$ cat src/rtl/tcfq_pkg.sv
// tcfq_pkg.sv: operation and status codes and the result type of the two-class queue
// depends on: nothing
`timescale 1ns / 1ps

package tcfq_pkg;

    // payload widths fixed by the channel definition
    localparam int IdW = 16;

    // operation codes
    localparam logic [1:0] OP_ENQUEUE   = 2'd0;
    localparam logic [1:0] OP_DEQ_ANY   = 2'd1;
    localparam logic [1:0] OP_DEQ_CLASS = 2'd2;
    localparam logic [1:0] OP_UNUSED    = 2'd3;

    // status codes
    localparam logic [1:0] ST_SERVED   = 2'd0;
    localparam logic [1:0] ST_NONE     = 2'd1;
    localparam logic [1:0] ST_ENQUEUED = 2'd2;
    localparam logic [1:0] ST_FULL     = 2'd3;

    // one result item
    typedef struct packed {
        logic [1:0]     status;
        logic [IdW-1:0] served_id;
        logic           served_class;
    } res_t;

endpackage

$ cat src/rtl/tcfq_if.sv
// tcfq_if.sv: valid/ready channels for operation items and result items
// depends on: tcfq_pkg
`timescale 1ns / 1ps

// operation channel
interface tcfq_op_if
    import tcfq_pkg::*;
();
    logic           valid;
    logic           ready;
    logic [1:0]     operation;
    logic           entry_class;
    logic [IdW-1:0] entry_id;

    modport source (output valid, output operation, output entry_class, output entry_id,
                    input ready);
    modport sink (input valid, input operation, input entry_class, input entry_id,
                  output ready);
    modport monitor (input valid, input ready, input operation, input entry_class,
                     input entry_id);
endinterface

// result channel
interface tcfq_res_if
    import tcfq_pkg::*;
();
    logic           valid;
    logic           ready;
    logic [1:0]     status;
    logic [IdW-1:0] served_id;
    logic           served_class;

    modport source (output valid, output status, output served_id, output served_class,
                    input ready);
    modport sink (input valid, input status, input served_id, input served_class,
                  output ready);
    modport monitor (input valid, input ready, input status, input served_id,
                     input served_class);
endinterface

$ cat src/rtl/two_class_fifo_queue.sv
// Two-class queue of tagged entries: op_in takes operations, res_out gives one result
// item per operation (valid/ready on both). Enqueue appends (id, class) unless DEPTH
// entries are held in total; dequeue-any removes the oldest entry of either class;
// dequeue-class removes the oldest entry of the given class.
// Storage is one circular buffer per class; each entry carries an arrival stamp that
// counts modulo 2*DEPTH, and the older of the two class heads is found by stamp age.
// Throughput: one item per cycle while op_in.ready is high. Each result is registered
// in the result buffer and reaches res_out behind any earlier results. The head-entry
// register of each class buffer, reloaded from the buffer memory in the same cycle as
// a pop or push, keeps the rate at one item per cycle while op_in.ready is high.
// A two-entry result buffer sits before res_out: while the receiver stalls, one more
// item is still taken; op_in.ready falls once both entries are held.
// Reset (rst_n low, asynchronous) empties both class buffers, the result buffer and
// the stamp counter; no clearing pass is needed, so items are taken right after reset.
// Stored entries are never served before they are written.
`timescale 1ns / 1ps

module two_class_fifo_queue
    import tcfq_pkg::*;
#(
    parameter int DEPTH   = 16,
    parameter int ID_BITS = 16
) (
    input  logic       clk,
    input  logic       rst_n,
    tcfq_op_if.sink    op_in,
    tcfq_res_if.source res_out
);

    localparam int PTR_W   = $clog2(DEPTH);
    localparam int CNT_W   = $clog2(DEPTH + 1);
    localparam int STAMP_W = $clog2(2 * DEPTH);
    localparam int ENTRY_W = ID_BITS + STAMP_W;

    localparam logic [PTR_W-1:0]   PTR_LAST   = PTR_W'(DEPTH - 1);
    localparam logic [CNT_W:0]     TOTAL_MAX  = (CNT_W + 1)'(DEPTH);
    localparam logic [STAMP_W:0]   STAMP_MOD  = (STAMP_W + 1)'(2 * DEPTH);
    localparam logic [STAMP_W-1:0] STAMP_LAST = STAMP_W'(2 * DEPTH - 1);
    localparam logic [1:0]         OBUF_FULL  = 2'd2;

    // per-class pointers, counts and head entries
    logic [PTR_W-1:0]   head_reg      [2];
    logic [PTR_W-1:0]   head_next     [2];
    logic [PTR_W-1:0]   tail_reg      [2];
    logic [PTR_W-1:0]   tail_next     [2];
    logic [CNT_W-1:0]   count_reg     [2];
    logic [CNT_W-1:0]   count_next    [2];
    logic [ENTRY_W-1:0] head_data_reg [2];
    logic [STAMP_W:0]   age           [2];
    logic               not_empty     [2];
    logic               push          [2];
    logic               pop           [2];

    logic [STAMP_W-1:0] arrival_reg;
    logic [STAMP_W-1:0] arrival_next;

    logic               accept;
    logic               do_push;
    logic               do_pop;
    logic               pop_sel;
    logic [CNT_W:0]     total;
    logic [ID_BITS+IdW-1:0] in_ext;
    logic [ID_BITS+IdW-1:0] out_ext;
    logic [ENTRY_W-1:0] new_entry;
    res_t               res_new;

    // result buffer
    res_t               slot_reg  [2];
    res_t               slot_next [2];
    logic [1:0]         ocount_reg;
    logic [1:0]         ocount_next;
    logic               res_pop;

    assign accept  = op_in.valid && op_in.ready;
    assign res_pop = res_out.valid && res_out.ready;

    // new entry: low id bits and the current stamp
    assign in_ext    = {{ID_BITS{1'b0}}, op_in.entry_id};
    assign new_entry = {arrival_reg, in_ext[ID_BITS-1:0]};
    assign total     = {1'b0, count_reg[0]} + {1'b0, count_reg[1]};

    // age of each class head, modulo twice the depth
    always_comb
    begin
        for (int c = 0; c < 2; c++)
        begin
            not_empty[c] = (count_reg[c] != '0);
            if (arrival_reg >= head_data_reg[c][ENTRY_W-1:ID_BITS])
            begin
                age[c] = {1'b0, arrival_reg} - {1'b0, head_data_reg[c][ENTRY_W-1:ID_BITS]};
            end
            else
            begin
                age[c] = {1'b0, arrival_reg} + STAMP_MOD
                         - {1'b0, head_data_reg[c][ENTRY_W-1:ID_BITS]};
            end
        end
    end

    // operation decode and result
    always_comb
    begin
        do_push = 1'b0;
        do_pop  = 1'b0;
        pop_sel = 1'b0;
        res_new = '{status: ST_NONE, served_id: '0, served_class: 1'b0};
        unique case (op_in.operation)
            OP_ENQUEUE:
            begin
                if (total >= TOTAL_MAX)
                begin
                    res_new.status = ST_FULL;
                end
                else
                begin
                    do_push        = 1'b1;
                    res_new.status = ST_ENQUEUED;
                end
            end
            OP_DEQ_ANY:
            begin
                do_pop  = not_empty[0] || not_empty[1];
                pop_sel = not_empty[1] && (!not_empty[0] || (age[0] < age[1]));
            end
            OP_DEQ_CLASS:
            begin
                pop_sel = op_in.entry_class;
                do_pop  = not_empty[op_in.entry_class];
            end
            default:
            begin
                do_pop = 1'b0;
            end
        endcase
        if (do_pop)
        begin
            res_new.status       = ST_SERVED;
            res_new.served_id    = out_ext[IdW-1:0];
            res_new.served_class = pop_sel;
        end
    end

    assign out_ext = {{IdW{1'b0}}, head_data_reg[pop_sel][ID_BITS-1:0]};

    // stamp counter
    always_comb
    begin
        arrival_next = arrival_reg;
        if (accept && do_push)
        begin
            arrival_next = (arrival_reg == STAMP_LAST) ? '0 : arrival_reg + 1'b1;
        end
    end

    always_ff @(posedge clk or negedge rst_n)
    begin
        if (!rst_n)
        begin
            arrival_reg <= '0;
        end
        else
        begin
            arrival_reg <= arrival_next;
        end
    end

    // one circular buffer per class
    for (genvar c = 0; c < 2; c++)
    begin : g_class
        logic [ENTRY_W-1:0] store_mem [DEPTH];

        assign push[c] = accept && do_push && (op_in.entry_class == 1'(c));
        assign pop[c]  = accept && do_pop && (pop_sel == 1'(c));

        // pointer and count update
        always_comb
        begin
            head_next[c]  = head_reg[c];
            tail_next[c]  = tail_reg[c];
            count_next[c] = count_reg[c];
            if (pop[c])
            begin
                head_next[c]  = (head_reg[c] == PTR_LAST) ? '0 : head_reg[c] + 1'b1;
                count_next[c] = count_reg[c] - 1'b1;
            end
            if (push[c])
            begin
                tail_next[c]  = (tail_reg[c] == PTR_LAST) ? '0 : tail_reg[c] + 1'b1;
                count_next[c] = count_reg[c] + 1'b1;
            end
        end

        always_ff @(posedge clk or negedge rst_n)
        begin
            if (!rst_n)
            begin
                head_reg[c]  <= '0;
                tail_reg[c]  <= '0;
                count_reg[c] <= '0;
            end
            else
            begin
                head_reg[c]  <= head_next[c];
                tail_reg[c]  <= tail_next[c];
                count_reg[c] <= count_next[c];
            end
        end

        // entry write at the tail
        always_ff @(posedge clk)
        begin
            if (push[c])
            begin
                store_mem[tail_reg[c]] <= new_entry;
            end
        end

        // head entry read, with bypass when the head is written in the same cycle
        always_ff @(posedge clk)
        begin
            if (push[c] && (tail_reg[c] == head_next[c]))
            begin
                head_data_reg[c] <= new_entry;
            end
            else
            begin
                head_data_reg[c] <= store_mem[head_next[c]];
            end
        end
    end

    // two-entry result buffer
    always_comb
    begin
        slot_next[0] = slot_reg[0];
        slot_next[1] = slot_reg[1];
        ocount_next  = ocount_reg;
        if (res_pop && !accept)
        begin
            slot_next[0] = slot_reg[1];
            ocount_next  = ocount_reg - 1'b1;
        end
        else if (accept && !res_pop)
        begin
            if (ocount_reg == '0)
            begin
                slot_next[0] = res_new;
            end
            else
            begin
                slot_next[1] = res_new;
            end
            ocount_next = ocount_reg + 1'b1;
        end
        else if (accept && res_pop)
        begin
            if (ocount_reg == OBUF_FULL)
            begin
                slot_next[0] = slot_reg[1];
                slot_next[1] = res_new;
            end
            else
            begin
                slot_next[0] = res_new;
            end
        end
    end

    always_ff @(posedge clk or negedge rst_n)
    begin
        if (!rst_n)
        begin
            ocount_reg <= '0;
        end
        else
        begin
            ocount_reg <= ocount_next;
        end
    end

    always_ff @(posedge clk)
    begin
        slot_reg[0] <= slot_next[0];
        slot_reg[1] <= slot_next[1];
    end

    // channel outputs
    assign op_in.ready          = (ocount_reg != OBUF_FULL);
    assign res_out.valid        = (ocount_reg != '0);
    assign res_out.status       = slot_reg[0].status;
    assign res_out.served_id    = slot_reg[0].served_id;
    assign res_out.served_class = slot_reg[0].served_class;

endmodule

$ cat src/flat_wrapper.sv
// flat-port wrapper written by rule: the top's interface ports become plain ports
module two_class_fifo_queue_flat import tcfq_pkg::*;
#(
    parameter int DEPTH   = 16,
    parameter int ID_BITS = 16
)
  (clk, rst_n, op_in_valid, op_in_operation, op_in_entry_class, op_in_entry_id, op_in_ready, res_out_valid, res_out_status, res_out_served_id, res_out_served_class, res_out_ready);
  tcfq_op_if op_in_i ();
  tcfq_res_if res_out_i ();
  input  logic clk;
  input  logic rst_n;
  input wire logic [$bits(op_in_i.valid)-1:0] op_in_valid;
  input wire logic [$bits(op_in_i.operation)-1:0] op_in_operation;
  input wire logic [$bits(op_in_i.entry_class)-1:0] op_in_entry_class;
  input wire logic [$bits(op_in_i.entry_id)-1:0] op_in_entry_id;
  output wire logic [$bits(op_in_i.ready)-1:0] op_in_ready;
  output wire logic [$bits(res_out_i.valid)-1:0] res_out_valid;
  output wire logic [$bits(res_out_i.status)-1:0] res_out_status;
  output wire logic [$bits(res_out_i.served_id)-1:0] res_out_served_id;
  output wire logic [$bits(res_out_i.served_class)-1:0] res_out_served_class;
  input wire logic [$bits(res_out_i.ready)-1:0] res_out_ready;
  assign op_in_i.valid = op_in_valid;
  assign op_in_i.operation = op_in_operation;
  assign op_in_i.entry_class = op_in_entry_class;
  assign op_in_i.entry_id = op_in_entry_id;
  assign op_in_ready = op_in_i.ready;
  assign res_out_valid = res_out_i.valid;
  assign res_out_status = res_out_i.status;
  assign res_out_served_id = res_out_i.served_id;
  assign res_out_served_class = res_out_i.served_class;
  assign res_out_i.ready = res_out_ready;
  two_class_fifo_queue #(.DEPTH(DEPTH), .ID_BITS(ID_BITS)) u_core (.clk(clk), .rst_n(rst_n), .op_in(op_in_i), .res_out(res_out_i));
endmodule
$ cat config.mk
export PLATFORM = sky130hd
export DESIGN_NAME = two_class_fifo_queue_flat
export DESIGN_NICKNAME = d
export VERILOG_FILES = /design/src/rtl/tcfq_pkg.sv /design/src/rtl/tcfq_if.sv /design/src/rtl/two_class_fifo_queue.sv /design/src/flat_wrapper.sv
export SDC_FILE = /design/constraint.sdc
export NUM_CORES = 1
export LEC_CHECK = 0
export ABC_AREA = 1
export ABC_CLOCK_PERIOD_IN_PS = 3700
export BUFFER_PORTS_ARGS = -buffer_cell sky130_fd_sc_hd__buf_2
export CAP_MARGIN = 10
export CORE_ASPECT_RATIO = 0.7
export CORE_MARGIN = 4
export CORE_UTILIZATION = 29
export CTS_CLUSTER_SIZE = 20
export DETAILED_ROUTE_END_ITERATION = 12
export PLACE_DENSITY = 0.48
export SLEW_MARGIN = 30
export SYNTH_ARGS = -nofsm -noshare
export SYNTH_HDL_FRONTEND = slang
export SYNTH_SLANG_ARGS = --single-unit
$ cat constraint.sdc
create_clock -name clk -period 3.7 [get_ports clk]
set_clock_uncertainty 0.1 [all_clocks]
set_input_delay 0.555 -clock clk [delete_from_list [all_inputs] [get_ports clk]]
set_output_delay 0.555 -clock clk [all_outputs]
set_load 0.02 [all_outputs]
==> flow_metrics.tcl <==
set metrics [dict create \
    run_status "complete, but fails checks" \
    synth_xor_area_share_pct 0.619 \
    syn_avg_cell_area_sq_um 9.95 \
    tightest_slew_ps 948 \
    async_flop_share_pct 4.20 \
    fmaxAchievable_ghz 0.247 \
    syn_area_sq_um 35300 \
    coreArea_sq_um 120000 \
    synth_nets 3621 \
    grt_pass1_wl_microns 160000 \
    multi_input_area_sq_um 10600 \
    vias_per_cell 4.60 \
    whs_ps 252 \
    firstDrtPassIters 7 \
    wirelength_microns 112000 \
    synth.area.top_cells "edfxtp_1, nand3_1, nand2_1" \
    post-synth-top-area-fraction_pct 60.3 \
    slew_viol_final 0 \
    postLayoutCellArea_sq_um 45800 \
    root_buffer "clkbuf_16" \
    portBuffers 43 \
    postLayoutSetupSlackWorst_ps -342 \
    synth-main-ff-cell "edfxtp_1" \
    clk_latency_ps 670 \
    final_common_cell "nand2_1" \
    synthSimpleGateAreaFrac_pct 21.1 \
    yosysUniqueCellTypes 38 \
    power.share.clock_pct 22.5 \
    regArea_sq_um 23000 \
    yosys_warnings 0 \
    drv_cap 0 \
    cts_tree "yes" \
    post_layout_nonfiller_instances 5542 \
    layout.nets 3925 \
    grt_max_degree 39 \
    dieArea_sq_um 128000 \
    crit_slowest_cell "dfrtp_4" \
    violations "negative setup slack" \
    htree_levels 3 \
    setup_viol 72 \
    p_int_mw 22.8 \
    vias 25500 \
    critPathMostFrequentCell "nand2_2" \
    yosysSeqAreaShare_pct 65.0 \
    synthMuxAreaShare_pct 0.0637 \
    switching_share_pct 38.9 \
    overflow 0 \
    die_h_microns 300 \
    p_total_mw 37.3 \
    synth_seq_cells 785 \
    synth_largest_area_cell "edfxtp_1" \
    numCtsBuffers 81 \
    p_leak_nw 19.8 \
    ir_worst_vdd_v 0.000477 \
    finalCritPeriodShare_pct 109 \
    critPathTopFamily "simple AND/OR/NAND/NOR gates" \
    drtIter0Drc 2394 \
    place_area_sq_um 39800 \
    initial_core_util_pct 29.4 \
    crit_arrival_ps 4500 \
    path_clk_slew_ps 60 \
    hold_path.class "primary input to flip-flop" \
    pre_cts_ws_ps -462 \
    cpPeakStageDelay_ps 480 \
    track_usage_pct 16.8 \
    p_switching_mw 14.5 \
    wl_per_cell_microns 20.1 \
    rows 106 \
    power.density_nw_per_um2 814 \
    fin_util_pct 38.1 \
    final-hold-violation-count 0 \
    postSynthCellCount 3552 \
    p_seq_share_pct 29.6 \
    largest_reg_flops 672 \
    fin_crit_ps 4040 \
    endpoint_kind "flip-flop" \
    comb_power_share_pct 48.0 \
    postRouteAntennaNets 0 \
    fillers 11800 \
    synth_fa_ha_area_share_pct 1.71 \
    synth_compound_area_share_pct 1.11 \
    drive_above_1_share_pct 23.7 \
    crit_required_ps 4150 \
    area_growth_pct 29.7 \
    grt_pass1_vias 23600 \
    layout_common_cells "nand2_1, inv_1, edfxtp_1, nand3_1, buf_4" \
    hpwl_microns 66500 \
    synth_top_family_by_area "simple AND/OR/NAND/NOR gates" \
    worstPathBufferInverterCount 8 \
    grt_antenna_before_repair 1 \
    worstPathMaxFanout 8 \
    fp.dieW_microns 425 \
    cts_buffer_depth 3 \
    maxSlewHeadroom_pct 36.8 \
    synth_edf_count 710 \
    rsz0062_at_grt "yes" \
    globalplace.congestion 0.819 \
    dp_cells 5312 \
    crit_type "flip-flop to flip-flop" \
    drc 0 \
    io_pins 44 \
    finalSetupTns_ps -17170 \
    cts.sinks 785 \
    start_kind "flip-flop" \
]
[cell usage after synthesis (25+ instances only)]
library cell  number
dfxtp_1           42
clkbuf_1          78
nand4_1           25
nand3_1          691
ha_1              42
dfrtp_1           33
a21oi_1           28
edfxtp_1         710
o21ai_0           36
buf_4             30
nand2_1          869
inv_1            735
nor2_1            64
buf_2             65
[final timing paths]
kind                                   startpoint                         end  slack, ps  cells past startpoint
max in group asynchronous                   rst_n       u_core.arrival_reg[0]       2720                      2
max reg2reg                 u_core.arrival_reg[0]  u_core.head_data_reg[0][5]       -340                     30
min in group asynchronous                   rst_n          u_core.tail_reg[3]        330                      2
max                         u_core.arrival_reg[0]  u_core.head_data_reg[0][5]       -340                     30
min reg2reg                u_core.slot_reg[0][35]      u_core.slot_reg[0][16]        430                      2
min                            op_in_operation[1]      u_core.slot_reg[0][37]        250                      3
[cells by family (layout without fill, tap and decap cells)]
logic type,count (synthesis),count (layout)
adders and majority gates,46,46
and+or+nand+nor,1695,1695
buffers and inverters,924,1293
xor gates and xnor gates,25,25
AOI/OAI and AO/OA,75,75
other,0,1
DFF,785,785
muxes,2,2
[routing by layer]
layer  global-route usage (%)  up-vias  wire length, microns
li1                         -    12100                     -
met1                     27.8    12400                 58400
met2                     21.9      808                 42200
met3                     3.52      133                  8820
met4                     3.65        0                  2090
met5                        0        -                     0
[cell type report]
cell class / instances / share of cell area, %
Multi-Input combinational cell: 1843 / 23.2
Inverter: 745 / 6.16
Sequential cell: 785 / 50.2
Timing Repair Buffer: 400 / 10.2
Antenna cell: 1 / 0.00546
Tap cell: 1620 / 4.42
Clock buffer: 106 / 4.92
Clock inverter: 42 / 0.898
[worst register-to-register path, delay by kind of cell (launching register included)]
kind | cells | cell delay [ps]
flip-flops | 1 | 480
AO/OA/AOI/OAI | 6 | 630
AND/OR/NAND/NOR | 13 | 1010
buffers and inverters | 8 | 920
adder cells (fa/ha/maj) | 3 | 790
[power groups by stage]
| stage | registers, mW | clock network [mW] | logic [mW] |
|---|---|---|---|
| finish | 11.0 | 8.38 | 17.9 |
| global route | 11.1 | 8.95 | 19.4 |
| CTS | 11.0 | 8.58 | 16.1 |
| detailed placement | 11.2 | 0 | 13.7 |
| global placement | 11.2 | 0 | 13.7 |
| floorplan | 11.1 | 0 | 7.72 |
[repair_timing]
item	CTS	global route
pin swaps	84	101
gates resized for setup	331	232
hold endpoints to repair	33	0
cloned	17	15
hold buffers	1	0
setup buffers	36	32
setup endpoints to repair	74	86
Power figures use the tool's default switching activity.
